$ cat src/rtl/rclp_pkg.sv
// Shared types, codes and a helper function of the RTC command line parser.
package rclp_pkg;

  localparam logic [7:0] CHAR_CR    = 8'h0D;
  localparam logic [7:0] CHAR_SPACE = 8'h20;
  localparam logic [7:0] CHAR_TAB   = 8'h09;
  localparam logic [7:0] CHAR_DASH  = 8'h2D;
  localparam logic [7:0] CHAR_PLUS  = 8'h2B;
  localparam logic [7:0] CHAR_COLON = 8'h3A;
  localparam logic [7:0] CHAR_ZERO  = 8'h30;
  localparam logic [7:0] CHAR_NINE  = 8'h39;

  // Keywords, first character at index 0.
  localparam logic [3:0][7:0] WORD_DATE = {8'h65, 8'h74, 8'h61, 8'h64};
  localparam logic [3:0][7:0] WORD_TIME = {8'h65, 8'h6D, 8'h69, 8'h74};
  localparam logic [3:0][7:0] WORD_SET  = {8'h00, 8'h74, 8'h65, 8'h73};

  localparam logic [15:0] YEAR_CENTURY = 16'd2000;
  localparam logic [16:0] RECIP_100    = 17'd83887;  // ceil(2^23 / 100)
  localparam int          RECIP_SHIFT  = 23;

  typedef enum logic [3:0] {
    STAT_DATE_Q    = 4'd0,
    STAT_TIME_Q    = 4'd1,
    STAT_SET_DATE  = 4'd2,
    STAT_SET_TIME  = 4'd3,
    STAT_OVERFLOW  = 4'd4,
    STAT_BAD_CMD   = 4'd5,
    STAT_BAD_SUB   = 4'd6,
    STAT_BAD_DAY   = 4'd7,
    STAT_BAD_MONTH = 4'd8,
    STAT_BAD_YEAR  = 4'd9,
    STAT_BAD_HOURS = 4'd10,
    STAT_BAD_MIN   = 4'd11,
    STAT_BAD_SEC   = 4'd12
  } status_e;

  typedef enum logic [3:0] {
    OP_NONE,
    OP_STORE,
    OP_START,
    OP_HEAD_STEP,
    OP_SUB_STEP,
    OP_SEP_OK,
    OP_WS_SKIP,
    OP_SIGN,
    OP_DIGIT,
    OP_NUM_END,
    OP_FIN1,
    OP_FIN2,
    OP_FIN3,
    OP_RESULT
  } dp_op_e;

  typedef enum logic [3:0] {
    ST_IDLE,
    ST_HEAD_RD,
    ST_HEAD,
    ST_SUB_RD,
    ST_SUB,
    ST_SEP_RD,
    ST_SEP,
    ST_WS_RD,
    ST_WS,
    ST_DIG_RD,
    ST_DIG,
    ST_FIN1,
    ST_FIN2,
    ST_FIN3
  } ctrl_state_e;

  typedef struct packed {
    dp_op_e  op;
    status_e code;
  } dp_cmd_t;

  typedef struct packed {
    logic       full;
    logic       rx_cr;
    logic       head_date;
    logic       head_time;
    logic       head_set;
    logic       head_last;
    logic       sub_date;
    logic       sub_time;
    logic       sub_last;
    logic       set_short;
    logic       sep_ok;
    logic       is_ws;
    logic       is_sign;
    logic       is_digit;
    logic       num_last;
    logic       kind_date;
    logic [1:0] num_idx;
  } dp_stat_t;

  // Two BCD digits of an 8-bit value; tens digit wraps above 159.
  function automatic logic [7:0] bcd8(input logic [7:0] v);
    logic [15:0] prod;
    logic [7:0]  q;
    logic [7:0]  r;
    prod = 16'(v) * 16'd205;
    q    = {3'b000, prod[15:11]};
    r    = v - 8'(q * 8'd10);
    return {q[3:0], r[3:0]};
  endfunction

endpackage

$ cat src/rtl/rclp_ctrl.sv
// Controller state machine of the RTC command line parser.
module rclp_ctrl
  import rclp_pkg::*;
(
  input  logic     clk_i,
  input  logic     rst_ni,
  input  logic     in_valid_i,
  output logic     in_stall_o,
  output logic     out_valid_o,
  input  logic     out_stall_i,
  input  dp_stat_t stat_i,
  output dp_cmd_t  cmd_o
);

  ctrl_state_e state_q, state_d;
  logic        skip_q, skip_d;
  logic        out_valid_q, out_valid_d;
  logic        in_acc;
  status_e     num_err;

  assign in_acc      = in_valid_i & ~in_stall_o;
  assign out_valid_o = out_valid_q;
  assign num_err     = stat_i.kind_date
                       ? status_e'(4'(STAT_BAD_DAY) + {2'b00, stat_i.num_idx})
                       : status_e'(4'(STAT_BAD_HOURS) + {2'b00, stat_i.num_idx});

  always_ff @(posedge clk_i or negedge rst_ni) begin
    if (!rst_ni) begin
      state_q     <= ST_IDLE;
      skip_q      <= 1'b0;
      out_valid_q <= 1'b0;
    end else begin
      state_q     <= state_d;
      skip_q      <= skip_d;
      out_valid_q <= out_valid_d;
    end
  end

  always_comb begin
    state_d = state_q;
    case (state_q)
      ST_IDLE: begin
        if (in_acc && !skip_q && !stat_i.full && stat_i.rx_cr) state_d = ST_HEAD_RD;
      end
      ST_HEAD_RD: state_d = ST_HEAD;
      ST_HEAD: begin
        if (!stat_i.head_last) state_d = ST_HEAD_RD;
        else if (stat_i.head_set && !stat_i.head_date && !stat_i.head_time &&
                 !stat_i.set_short) state_d = ST_SUB_RD;
        else state_d = ST_IDLE;
      end
      ST_SUB_RD: state_d = ST_SUB;
      ST_SUB: begin
        if (!stat_i.sub_last) state_d = ST_SUB_RD;
        else if (stat_i.sub_date || stat_i.sub_time) state_d = ST_SEP_RD;
        else state_d = ST_IDLE;
      end
      ST_SEP_RD: state_d = ST_SEP;
      ST_SEP: state_d = stat_i.sep_ok ? ST_WS_RD : ST_IDLE;
      ST_WS_RD: state_d = ST_WS;
      ST_WS: begin
        if (stat_i.is_ws) state_d = ST_WS_RD;
        else if (stat_i.is_sign) state_d = ST_DIG_RD;
        else state_d = ST_DIG;
      end
      ST_DIG_RD: state_d = ST_DIG;
      ST_DIG: begin
        if (stat_i.is_digit) state_d = ST_DIG_RD;
        else if (stat_i.num_last) state_d = ST_FIN1;
        else state_d = ST_SEP_RD;
      end
      ST_FIN1: state_d = ST_FIN2;
      ST_FIN2: state_d = ST_FIN3;
      ST_FIN3: state_d = ST_IDLE;
      default: state_d = ST_IDLE;
    endcase
  end

  always_comb begin
    cmd_o       = '{op: OP_NONE, code: STAT_DATE_Q};
    skip_d      = skip_q;
    out_valid_d = out_valid_q & out_stall_i;
    in_stall_o  = (state_q != ST_IDLE) ||
                  (out_valid_q && !skip_q && (stat_i.full || stat_i.rx_cr));
    case (state_q)
      ST_IDLE: begin
        if (in_acc) begin
          if (skip_q) begin
            skip_d = 1'b0;
          end else if (stat_i.full) begin
            cmd_o       = '{op: OP_RESULT, code: STAT_OVERFLOW};
            skip_d      = stat_i.rx_cr;
            out_valid_d = 1'b1;
          end else if (stat_i.rx_cr) begin
            cmd_o.op = OP_START;
            skip_d   = 1'b1;
          end else begin
            cmd_o.op = OP_STORE;
          end
        end
      end
      ST_HEAD: begin
        cmd_o.op = OP_HEAD_STEP;
        if (stat_i.head_last) begin
          if (stat_i.head_date) begin
            cmd_o       = '{op: OP_RESULT, code: STAT_DATE_Q};
            out_valid_d = 1'b1;
          end else if (stat_i.head_time) begin
            cmd_o       = '{op: OP_RESULT, code: STAT_TIME_Q};
            out_valid_d = 1'b1;
          end else if (!stat_i.head_set) begin
            cmd_o       = '{op: OP_RESULT, code: STAT_BAD_CMD};
            out_valid_d = 1'b1;
          end else if (stat_i.set_short) begin
            cmd_o       = '{op: OP_RESULT, code: STAT_BAD_SUB};
            out_valid_d = 1'b1;
          end
        end
      end
      ST_SUB: begin
        cmd_o.op = OP_SUB_STEP;
        if (stat_i.sub_last && !stat_i.sub_date && !stat_i.sub_time) begin
          cmd_o       = '{op: OP_RESULT, code: STAT_BAD_SUB};
          out_valid_d = 1'b1;
        end
      end
      ST_SEP: begin
        if (stat_i.sep_ok) begin
          cmd_o.op = OP_SEP_OK;
        end else begin
          cmd_o       = '{op: OP_RESULT, code: num_err};
          out_valid_d = 1'b1;
        end
      end
      ST_WS: begin
        if (stat_i.is_ws) cmd_o.op = OP_WS_SKIP;
        else if (stat_i.is_sign) cmd_o.op = OP_SIGN;
      end
      ST_DIG: cmd_o.op = stat_i.is_digit ? OP_DIGIT : OP_NUM_END;
      ST_FIN1: cmd_o.op = OP_FIN1;
      ST_FIN2: cmd_o.op = OP_FIN2;
      ST_FIN3: begin
        cmd_o.op    = OP_FIN3;
        out_valid_d = 1'b1;
      end
      default: cmd_o.op = OP_NONE;
    endcase
  end

endmodule

$ cat src/rtl/rclp_dp.sv
// Datapath of the RTC command line parser: line store, scanner and result registers.
module rclp_dp
  import rclp_pkg::*;
#(
  parameter int LINE_LIMIT = 20
) (
  input  logic       clk_i,
  input  logic       rst_ni,
  input  logic [7:0] rx_byte_i,
  input  dp_cmd_t    cmd_i,
  output dp_stat_t   stat_o,
  output logic [3:0] status_o,
  output logic [7:0] byte_a_o,
  output logic [7:0] byte_b_o,
  output logic [7:0] byte_c_o
);

  localparam int CW = $clog2(LINE_LIMIT + 1);
  localparam int AW = $clog2(LINE_LIMIT);

  logic [7:0]    mem [LINE_LIMIT];
  logic [CW-1:0] count_q, count_d;
  logic [CW-1:0] pos_q, pos_d;
  logic [CW-1:0] p_q, p_d;
  logic [7:0]    rd_q;
  logic          inr_q;
  logic          hd_q, hd_d, ht_q, ht_d, hs_q, hs_d;
  logic          sd_q, sd_d, st_q, st_d;
  logic          kind_q, kind_d;
  logic [1:0]    k_q, k_d;
  logic [31:0]   mag_q, mag_d;
  logic          neg_q, neg_d, any_q, any_d;
  logic [7:0]    x_q, x_d, y_q, y_d;
  logic [15:0]   z_q, z_d;
  logic [9:0]    yq_q, yq_d;
  logic [6:0]    yr_q, yr_d;
  logic [3:0]    status_q, status_d;
  logic [7:0]    a_q, a_d, b_q, b_d, c_q, c_d;

  logic [7:0]  ch;
  logic [7:0]  sep;
  logic [35:0] mag_ext;
  logic [35:0] mag_next;
  logic [31:0] neg_mag;
  logic [15:0] num_val;
  logic [32:0] yprod;
  logic [16:0] yrem;
  logic [7:0]  dig;

  assign ch  = inr_q ? rd_q : 8'h00;
  assign sep = (k_q == 2'd0) ? CHAR_SPACE : (kind_q ? CHAR_DASH : CHAR_COLON);
  assign dig = ch - CHAR_ZERO;

  always_comb begin
    stat_o.full      = count_q >= CW'(LINE_LIMIT);
    stat_o.rx_cr     = rx_byte_i == CHAR_CR;
    stat_o.head_date = hd_q && ch == WORD_DATE[pos_q[1:0]];
    stat_o.head_time = ht_q && ch == WORD_TIME[pos_q[1:0]];
    stat_o.head_set  = hs_q && (pos_q == CW'(3) || ch == WORD_SET[pos_q[1:0]]);
    stat_o.head_last = pos_q == CW'(3);
    stat_o.sub_date  = sd_q && ch == WORD_DATE[pos_q[1:0]];
    stat_o.sub_time  = st_q && ch == WORD_TIME[pos_q[1:0]];
    stat_o.sub_last  = pos_q == CW'(7);
    stat_o.set_short = count_q <= CW'(4);
    stat_o.sep_ok    = ({1'b0, count_q} > ({1'b0, pos_q} + (CW + 1)'(1))) && ch == sep;
    stat_o.is_ws     = ch == CHAR_SPACE || (ch >= CHAR_TAB && ch <= CHAR_CR);
    stat_o.is_sign   = ch == CHAR_PLUS || ch == CHAR_DASH;
    stat_o.is_digit  = ch >= CHAR_ZERO && ch <= CHAR_NINE;
    stat_o.num_last  = k_q == 2'd2;
    stat_o.kind_date = kind_q;
    stat_o.num_idx   = k_q;
  end

  // Saturating decimal accumulate, field value and the divide-by-100 terms of the year.
  always_comb begin
    mag_ext  = {4'b0000, mag_q};
    mag_next = (mag_ext << 3) + (mag_ext << 1) + {32'd0, dig[3:0]};
    if (mag_next > 36'h080000000) mag_next = 36'h080000000;
    neg_mag = 32'd0 - mag_q;
    if (!any_q) num_val = 16'd0;
    else if (neg_q) num_val = neg_mag[15:0];
    else if (mag_q == 32'h80000000) num_val = 16'hFFFF;
    else num_val = mag_q[15:0];
    yprod = 33'(z_q) * 33'(RECIP_100);
    yrem  = 17'(z_q) - 17'(yq_q) * 17'd100;
  end

  always_comb begin
    count_d  = count_q;
    pos_d    = pos_q;
    p_d      = p_q;
    hd_d     = hd_q;
    ht_d     = ht_q;
    hs_d     = hs_q;
    sd_d     = sd_q;
    st_d     = st_q;
    kind_d   = kind_q;
    k_d      = k_q;
    mag_d    = mag_q;
    neg_d    = neg_q;
    any_d    = any_q;
    x_d      = x_q;
    y_d      = y_q;
    z_d      = z_q;
    yq_d     = yq_q;
    yr_d     = yr_q;
    status_d = status_q;
    a_d      = a_q;
    b_d      = b_q;
    c_d      = c_q;
    case (cmd_i.op)
      OP_STORE: count_d = count_q + CW'(1);
      OP_START: begin
        pos_d = '0;
        hd_d  = 1'b1;
        ht_d  = 1'b1;
        hs_d  = 1'b1;
        sd_d  = 1'b1;
        st_d  = 1'b1;
        k_d   = 2'd0;
        mag_d = '0;
        neg_d = 1'b0;
        any_d = 1'b0;
      end
      OP_HEAD_STEP: begin
        hd_d  = stat_o.head_date;
        ht_d  = stat_o.head_time;
        hs_d  = stat_o.head_set;
        pos_d = pos_q + CW'(1);
      end
      OP_SUB_STEP: begin
        sd_d   = stat_o.sub_date;
        st_d   = stat_o.sub_time;
        kind_d = stat_o.sub_date;
        pos_d  = pos_q + CW'(1);
      end
      OP_SEP_OK: begin
        pos_d = pos_q + CW'(1);
        p_d   = pos_q + CW'(1);
      end
      OP_WS_SKIP: pos_d = pos_q + CW'(1);
      OP_SIGN: begin
        neg_d = ch == CHAR_DASH;
        pos_d = pos_q + CW'(1);
      end
      OP_DIGIT: begin
        mag_d = mag_next[31:0];
        any_d = 1'b1;
        pos_d = pos_q + CW'(1);
      end
      OP_NUM_END: begin
        case (k_q)
          2'd0:    x_d = num_val[7:0];
          2'd1:    y_d = num_val[7:0];
          default: z_d = num_val;
        endcase
        if (!any_q) pos_d = p_q;
        k_d   = k_q + 2'd1;
        mag_d = '0;
        neg_d = 1'b0;
        any_d = 1'b0;
      end
      OP_FIN1: yq_d = yprod[RECIP_SHIFT +: 10];
      OP_FIN2: yr_d = (yrem[15:0] >= 16'd100) ? 7'(yrem[15:0] - 16'd100) : yrem[6:0];
      OP_FIN3: begin
        count_d = '0;
        a_d     = bcd8(x_q);
        if (kind_q) begin
          status_d = STAT_SET_DATE;
          b_d      = bcd8(y_q) | {(z_q >= YEAR_CENTURY), 7'd0};
          c_d      = bcd8({1'b0, yr_q});
        end else begin
          status_d = STAT_SET_TIME;
          b_d      = bcd8(y_q);
          c_d      = bcd8(z_q[7:0]);
        end
      end
      OP_RESULT: begin
        count_d  = '0;
        status_d = cmd_i.code;
        a_d      = 8'd0;
        b_d      = 8'd0;
        c_d      = 8'd0;
      end
      default: count_d = count_q;
    endcase
  end

  always_ff @(posedge clk_i) begin
    if (cmd_i.op == OP_STORE) mem[count_q[AW-1:0]] <= rx_byte_i;
    rd_q <= mem[pos_q[AW-1:0]];
  end

  always_ff @(posedge clk_i or negedge rst_ni) begin
    if (!rst_ni) begin
      count_q <= '0;
      k_q     <= 2'd0;
    end else begin
      count_q <= count_d;
      k_q     <= k_d;
    end
  end

  always_ff @(posedge clk_i) begin
    inr_q    <= pos_q < count_q;
    pos_q    <= pos_d;
    p_q      <= p_d;
    hd_q     <= hd_d;
    ht_q     <= ht_d;
    hs_q     <= hs_d;
    sd_q     <= sd_d;
    st_q     <= st_d;
    kind_q   <= kind_d;
    mag_q    <= mag_d;
    neg_q    <= neg_d;
    any_q    <= any_d;
    x_q      <= x_d;
    y_q      <= y_d;
    z_q      <= z_d;
    yq_q     <= yq_d;
    yr_q     <= yr_d;
    status_q <= status_d;
    a_q      <= a_d;
    b_q      <= b_d;
    c_q      <= c_d;
  end

  assign status_o = status_q;
  assign byte_a_o = a_q;
  assign byte_b_o = b_q;
  assign byte_c_o = c_q;

endmodule

$ cat src/rtl/rtc_command_line_parser.sv
// Top level of the RTC command line parser: controller plus datapath.
//
// Collects received characters into a line of up to LINE_LIMIT bytes and, on
// a carriage return, parses it into one result item: a date or time query, a
// set-date or set-time command with three BCD register bytes (day or hours,
// century bit plus month or minutes, year mod 100 or seconds), or a numbered
// error. The character after a carriage return is dropped. A character that
// arrives on a full line ends it with an overflow result and is dropped; if it
// is a carriage return the next character is dropped as well. Ordinary
// characters are stored as they arrive while no scan runs. A carriage return
// starts a scan of the line that reads the line store byte by byte through
// its registered read port, during which input is stalled. A query or a bad
// command is decided at the fourth byte position. A set command examines
// each byte in turn (the byte that ends a number and the bytes of a number
// without digits are examined again) and then builds the BCD bytes in the
// finishing states FIN1, FIN2 and FIN3. A finished result sits in the output
// register; ordinary characters keep flowing while it waits, but a character
// that would end a line is held until the result is taken.
module rtc_command_line_parser
  import rclp_pkg::*;
#(
  parameter int LINE_LIMIT = 20
) (
  input  logic       clk_i,
  input  logic       rst_ni,
  input  logic       in_valid_i,
  output logic       in_stall_o,
  input  logic [7:0] rx_byte_i,
  output logic       out_valid_o,
  input  logic       out_stall_i,
  output logic [3:0] status_o,
  output logic [7:0] byte_a_o,
  output logic [7:0] byte_b_o,
  output logic [7:0] byte_c_o
);

  dp_cmd_t  cmd;
  dp_stat_t stat;

  rclp_ctrl u_ctrl (
    .clk_i       (clk_i),
    .rst_ni      (rst_ni),
    .in_valid_i  (in_valid_i),
    .in_stall_o  (in_stall_o),
    .out_valid_o (out_valid_o),
    .out_stall_i (out_stall_i),
    .stat_i      (stat),
    .cmd_o       (cmd)
  );

  rclp_dp #(
    .LINE_LIMIT (LINE_LIMIT)
  ) u_dp (
    .clk_i     (clk_i),
    .rst_ni    (rst_ni),
    .rx_byte_i (rx_byte_i),
    .cmd_i     (cmd),
    .stat_o    (stat),
    .status_o  (status_o),
    .byte_a_o  (byte_a_o),
    .byte_b_o  (byte_b_o),
    .byte_c_o  (byte_c_o)
  );

endmodule

$ cat config.mk
export PLATFORM = sky130hd
export DESIGN_NAME = rtc_command_line_parser
export DESIGN_NICKNAME = d
export VERILOG_FILES = /design/src/rtl/rclp_pkg.sv /design/src/rtl/rclp_ctrl.sv /design/src/rtl/rclp_dp.sv /design/src/rtl/rtc_command_line_parser.sv
export SDC_FILE = /design/constraint.sdc
export NUM_CORES = 1
export LEC_CHECK = 0
export BUFFER_PORTS_ARGS = -buffer_cell sky130_fd_sc_hd__buf_4
export CORE_MARGIN = 2
export CORE_UTILIZATION = 60
export CTS_CLUSTER_SIZE = 20
export DETAILED_ROUTE_END_ITERATION = 10
export PLACE_DENSITY = 0.84
export SYNTH_ARGS = -nofsm -noshare
export SYNTH_HDL_FRONTEND = slang
export SYNTH_SLANG_ARGS = --single-unit
$ cat constraint.sdc
create_clock -name clk_i -period 10 [get_ports clk_i]
set_input_delay 3 -clock clk_i [delete_from_list [all_inputs] [get_ports clk_i]]
set_output_delay 3 -clock clk_i [all_outputs]
set_load 0.03 [all_outputs]
Word level (Yosys, flattened, before mapping). Memory sizes are Yosys's and may differ from the RTL's. A register that Yosys moved wholly into a read port is not among the register bits. Cells that the tools add are included. W data, S select, Z words.

Output and inout bits: 30. Bits in read-only memories: 0. Memories kept: 1. Latch bits: 0. Input port bits: 12. Register bits after elaboration: 141. Logic and storage cells: 242. RAM bits: 160.

Memories: u_dp.mem (words 20, width 8, rd ports 1, clocked after memory_dff 1, wr ports 1, RTL line rclp_dp.sv:21) `logic [7:0] mem [LINE_LIMIT];`.

$lt $le $gt $ge: 12. Bitwise operators: 5. Reduce and logical (&&, ||, !) cells: 51. Mux-type cells: 79. Equality and inequality tests: 41. Shift operators: 0. $add $sub $neg: 16. Div/mod/pow operators: 0. Multipliers: 10.

Operator list (number): $mux W8 (16); $pmux W32 S2 (1); $pmux W4 S13 (1); $bmux W8 S2 (3); $eq A4 B4 Y1 const B (12); $mul A8 B8 Y16 const B (3); $pmux W8 S2 (3); $mux W4 (11); $add A35 B33 Y36 (1); $add A36 B4 Y36 (1); $gt A36 B32 Y1 const B (1); $pmux W4 S9 (1); $mul A16 B17 Y33 const B (1); $eq A32 B32 Y1 const B (1); $eq A4 B3 Y1 const B (8); $eq A8 B8 Y1 (4); $mux W16 (2); $mux W32 (1); $eq A8 B6 Y1 const B (3); $logic_and A1 B1 Y1 (18); $mux W1 (17); $eq A4 B2 Y1 const B (4); $ge A16 B11 Y1 const B (1); $ge A16 B7 Y1 const B (1); 55 further kinds (99).

Depth between registers and ports, before layout.
Depth in word-level cells: 14. Gate-level depth with buffers: 23. Gate-level depth less buffers: 23.

By module. From an unflattened synthesis, not the netlist that was laid out.

Cells, all modules: 2320. Area total of the unflattened synthesis: 26356.5 um^2.

By module, submodules not included: rclp_dp (instances 1, area an instance 25543.2 um^2, cells an instance 2211); rclp_ctrl (instances 1, area an instance 813.3 um^2, cells an instance 109).

Worst setup path before layout. OpenSTA, ideal clock, no wires.

Path kind: input -> output. From: input rx_byte_i[5]. To: output in_stall_o. Path slack: 2.992 ns. Arrival: 4.008 ns. Stages on the path: 4. Cell sequence: or4_1 -> nor2_1 -> o21ai_0 -> nand2_1.

Word-level cells in the longest chain between the ends: 4.

Ends and longest elaborated chain: start: declaration (RTL line rtc_command_line_parser.sv:28) `input logic [7:0] rx_byte_i,`; $eq A8 B4 Y1 (RTL line rclp_dp.sv:56) `stat_o.rx_cr = rx_byte_i == CHAR_CR;`; $logic_or A1 B1 Y1 (RTL line rclp_ctrl.sv:84) `(out_valid_q && !skip_q && (stat_i.full || stat_i.rx_cr));`; $logic_and A1 B1 Y1 (RTL line rclp_ctrl.sv:84); $logic_or A1 B1 Y1 (RTL line rclp_ctrl.sv:83) `in_stall_o = (state_q != ST_IDLE) ||`; end: declaration (RTL line rtc_command_line_parser.sv:27) `output logic in_stall_o,`.

Every way passes these cells.

Worst setup path in the final report. Same ends and word-level chain as after synthesis.

==> summary.txt <==
Status
  • Status: completed

Global route
  • Largest net degree at the start of global routing: 49
  • Initial antenna violation count: 0
  • Grt total ovfl: 0
  • Gr usage total: 26.95%
  • First-pass GRT wire length: 94.53 mm
  • Vias in the first global route: 18.20k

Placement
  • Placed cells: 2834
  • Final Wtd Congestion: 0.9095
  • Final HPWL DP: 44.13 mm
  • DP Area: 26680 sq um
  • Port bufs: 41

Cells and area
  • Area growth, synth to finish: 8.131%
  • Post-layout nets: 2919
  • Fin area: 27900 sq um
  • Sequential Area: 9124 sq um
  • Fillers: 2968
  • Antenna diodes: 0
  • Final Util: 66.08%
  • Share of layout cells above drive strength 1: 8.432%
  • Final cell count without fillers: 2899
  • Area of the multi-input gates: 15110 sq um

Synth
  • Syn avg cell area: 11.26 sq um
  • Post-Synthesis Cell Area: 25800 sq um
  • Simple-gate share of the synthesized area: 8.931%
  • Yosys reg bits: 309
  • Yosys top cell area share: 33.40%
  • Number of synthesized flops with an enable pin: 287
  • Net Count, Synth: 2878
  • Ys Warns: 0
  • Compound-cell area share of the yosys netlist: 9.091%
  • Cell taking the most area after synthesis: edfxtp_1
  • Synth Area in XOR/XNOR: 3.564%
  • Adder-cell share of the synthesized area: 32.20%
  • Sequential-to-total area share from yosys stat: 35.36%
  • Mux cell area share after synthesis: 4.747%
  • Largest cells by area after synthesis: edfxtp_1 (33%), ha_1 (21%), fa_1 (12%)
  • Distinct cell type count after synthesis: 82
  • Post-synth top flop: edfxtp_1
  • Mapped Cells: 2292
  • Largest family of logic cells by synthesized area: adder cells
  • Synth async-reset ratio: 4.207%

Floorplanning
  • Die H: 211.4 microns
  • Initial Utilization: 61.11%
  • Area of the core: 42230 sq um
  • Die area: 44680 sq um
  • Die X: 211.4 microns
  • Ports: 42
  • FP Rows: 75

Timing
  • Min Clock Period, post-route: 7.544 ns
  • Worst-margin pin slew: 1.235 ns
  • Final worst path period share: 75.44%
  • Fmax: 132.6 MHz
  • TNS Setup: 0 ns
  • Setup Viol. Count Final: 0
  • Setup Skew: 0.04350 ns
  • Final hold vios: 0
  • Max_slew headroom: 17.33%
  • Final slew viol count: 0
  • Unrepaired setup endpoints after global routing: no

Route
  • WL/cell: 20.38 microns
  • TritonRoute pass-1 iters: 6
  • DRC Markers: 0
  • DR vias: 17.83k
  • Vias per inst: 6.151
  • Antenna-violating nets left: 0
  • Iter 0 DRT Violations: 1609
  • Wirelength, routed: 59.09 mm

Critical path
  • Worst Setup End Kind: output port
  • WP data required: 7.00 ns
  • Worst flop-to-flop path startpoint: u_dp.z_q[3]
  • Worst EP arrival: 4.54 ns
  • Crit path launch: rx_byte_i[5]
  • Worst Setup Path Type: in -> out
  • Reg2reg end: u_dp.yq_q[9]
  • CP endpoint: in_stall_o
  • Worst R2R Path Depth: 21
  • CP max FO: 21
  • R2R setup slack: 3.39 ns
  • Critical Path Source Type: input pin

Min path
  • Hold Path Class: reg -> reg
  • Hold path startpoint: u_ctrl.skip_q

Clock tree
  • Skew-Pair Late Insertion Delay: 0.56 ns
  • CTS max path bufs: 3
  • Clock root buffer: clkbuf_16
  • Clock slew at reported path FFs: 0.06 ns
  • H-tree depth: 2
  • Hold Buf Count CTS: 0
  • CTS Sinks: 309
  • Post-cts sizing count: 0
  • CTS tree: built
  • Cts bufs inserted: 36
  • Post-CTS setup buffer count: 0

Pwr
  • Post-layout power: 5.153 mW
  • Leakage: 12.50 nW
  • Max IR drop VDD: 0.0001663 V
  • PwrDens: 184.7 nW/um^2

Run
  • Max-cap viol count: 0
cell type report:
class	instances	area share, %
Inverter	366	4.924
Tap cell	539	2.417
Multi-Input combinational cell	1568	54.17
Clock inverter	24	1.027
Timing Repair Buffer	52	1.399
Sequential cell	309	32.70
Clock buffer	41	3.368
layout by cell type, fill, tap and decap left out, drive strengths merged, types with 11 or more instances in the layout:
master and instances:
ha 424, inv 370, edfxtp 287, fa 150, nand2 117, nor2 113
a21oi 108, xnor2 78, o21ai 70, buf 52, nor3 46, mux4 42
nand3 41, clkbuf 41, a21o 29, xor2 27, nor2b 27, and3 19
nand2b 18, and2 18, a31oi 16, o21a 15, mux2 15, or3 15
clkinv 15, nand4 14, dfrtp 13, a211oi 12, mux2i 11, nor4 11
o211a 11
synthesized netlist by cell type, drive strengths merged (41+ instances only):
cell type,instances
ha,424
a21oi,108
nor2,113
xnor2,78
nor3,46
nand3,41
nand2,117
o21ai,70
mux4,42
inv,365
edfxtp,287
fa,150
kinds of logic (layout without fill, tap and decap cells):
group,after synthesis,after routing
compound gates,355,355
xor+xnor,105,105
fa+ha+maj,574,574
buf+inv,415,483
flops,309,309
mux,68,68
simple gates,466,466
worst max-delay path, stage by stage:
cell,delay (ns)
buf_4,0.18
or4_1,0.56
nor2_1,0.36
o21ai_0,0.18
nand2_1,0.10
buf_4,0.15
flip-flops by register name (all words and copies together), names as in the netlist, 2 cells and up:
| name | cells |
|---|---|
| u_dp.mem | 160 |
| u_dp.mag_q | 32 |
| u_dp.z_q | 16 |
| u_dp.yq_q | 10 |
| u_dp.byte_a_o | 8 |
| u_dp.byte_b_o | 8 |
| u_dp.byte_c_o | 8 |
| u_dp.rd_q | 8 |
| u_dp.x_q | 8 |
| u_dp.y_q | 8 |
| u_dp.yr_q | 7 |
| u_dp.count_q | 5 |
| u_dp.p_q | 5 |
| u_dp.pos_q | 5 |
| u_ctrl.state_q | 4 |
| u_dp.status_o | 4 |
| u_dp.k_q | 2 |
report_power, final:
part | switching (mW) | internal [mW] | total [mW]
combinational | 1.19 | 0.839 | 2.03
sequential | 0.180 | 1.60 | 1.78
clock | 0.573 | 0.773 | 1.35
total | 1.94 | 3.21 | 5.15
through the flow:
stage          setup WS, ns  hold slack (ns)
5_1_grt               2.432           0.5667
2_1_floorplan         2.992           0.4663
3_5_place_dp          2.485           0.5131
3_3_place_gp          2.503           0.4940
6_report              2.456           0.5379
4_1_cts               2.487           0.5361
how the worst min path moves through the flow:
| stage | end | slack (ns) | depth (start not counted) |
|---|---|---|---|
| after global placement | u_ctrl.skip_q | 0.49 | 1 |
| final | u_ctrl.skip_q | 0.54 | 1 |
| after floorplan | u_ctrl.skip_q | 0.47 | 1 |
| after CTS | u_ctrl.skip_q | 0.54 | 1 |
| after detailed placement | u_ctrl.skip_q | 0.51 | 1 |
| after global routing | u_ctrl.skip_q | 0.57 | 1 |
routing by layer:
layer	up-vias	track usage [%]	share of wire (%)
met4	0	8.645	3.2
li1	8211	-	-
met3	163	3.100	6.8
met2	754	47.54	50
met1	8705	34.80	40
met5	-	0	0
No activity file was read; power rests on OpenSTA's default activity.
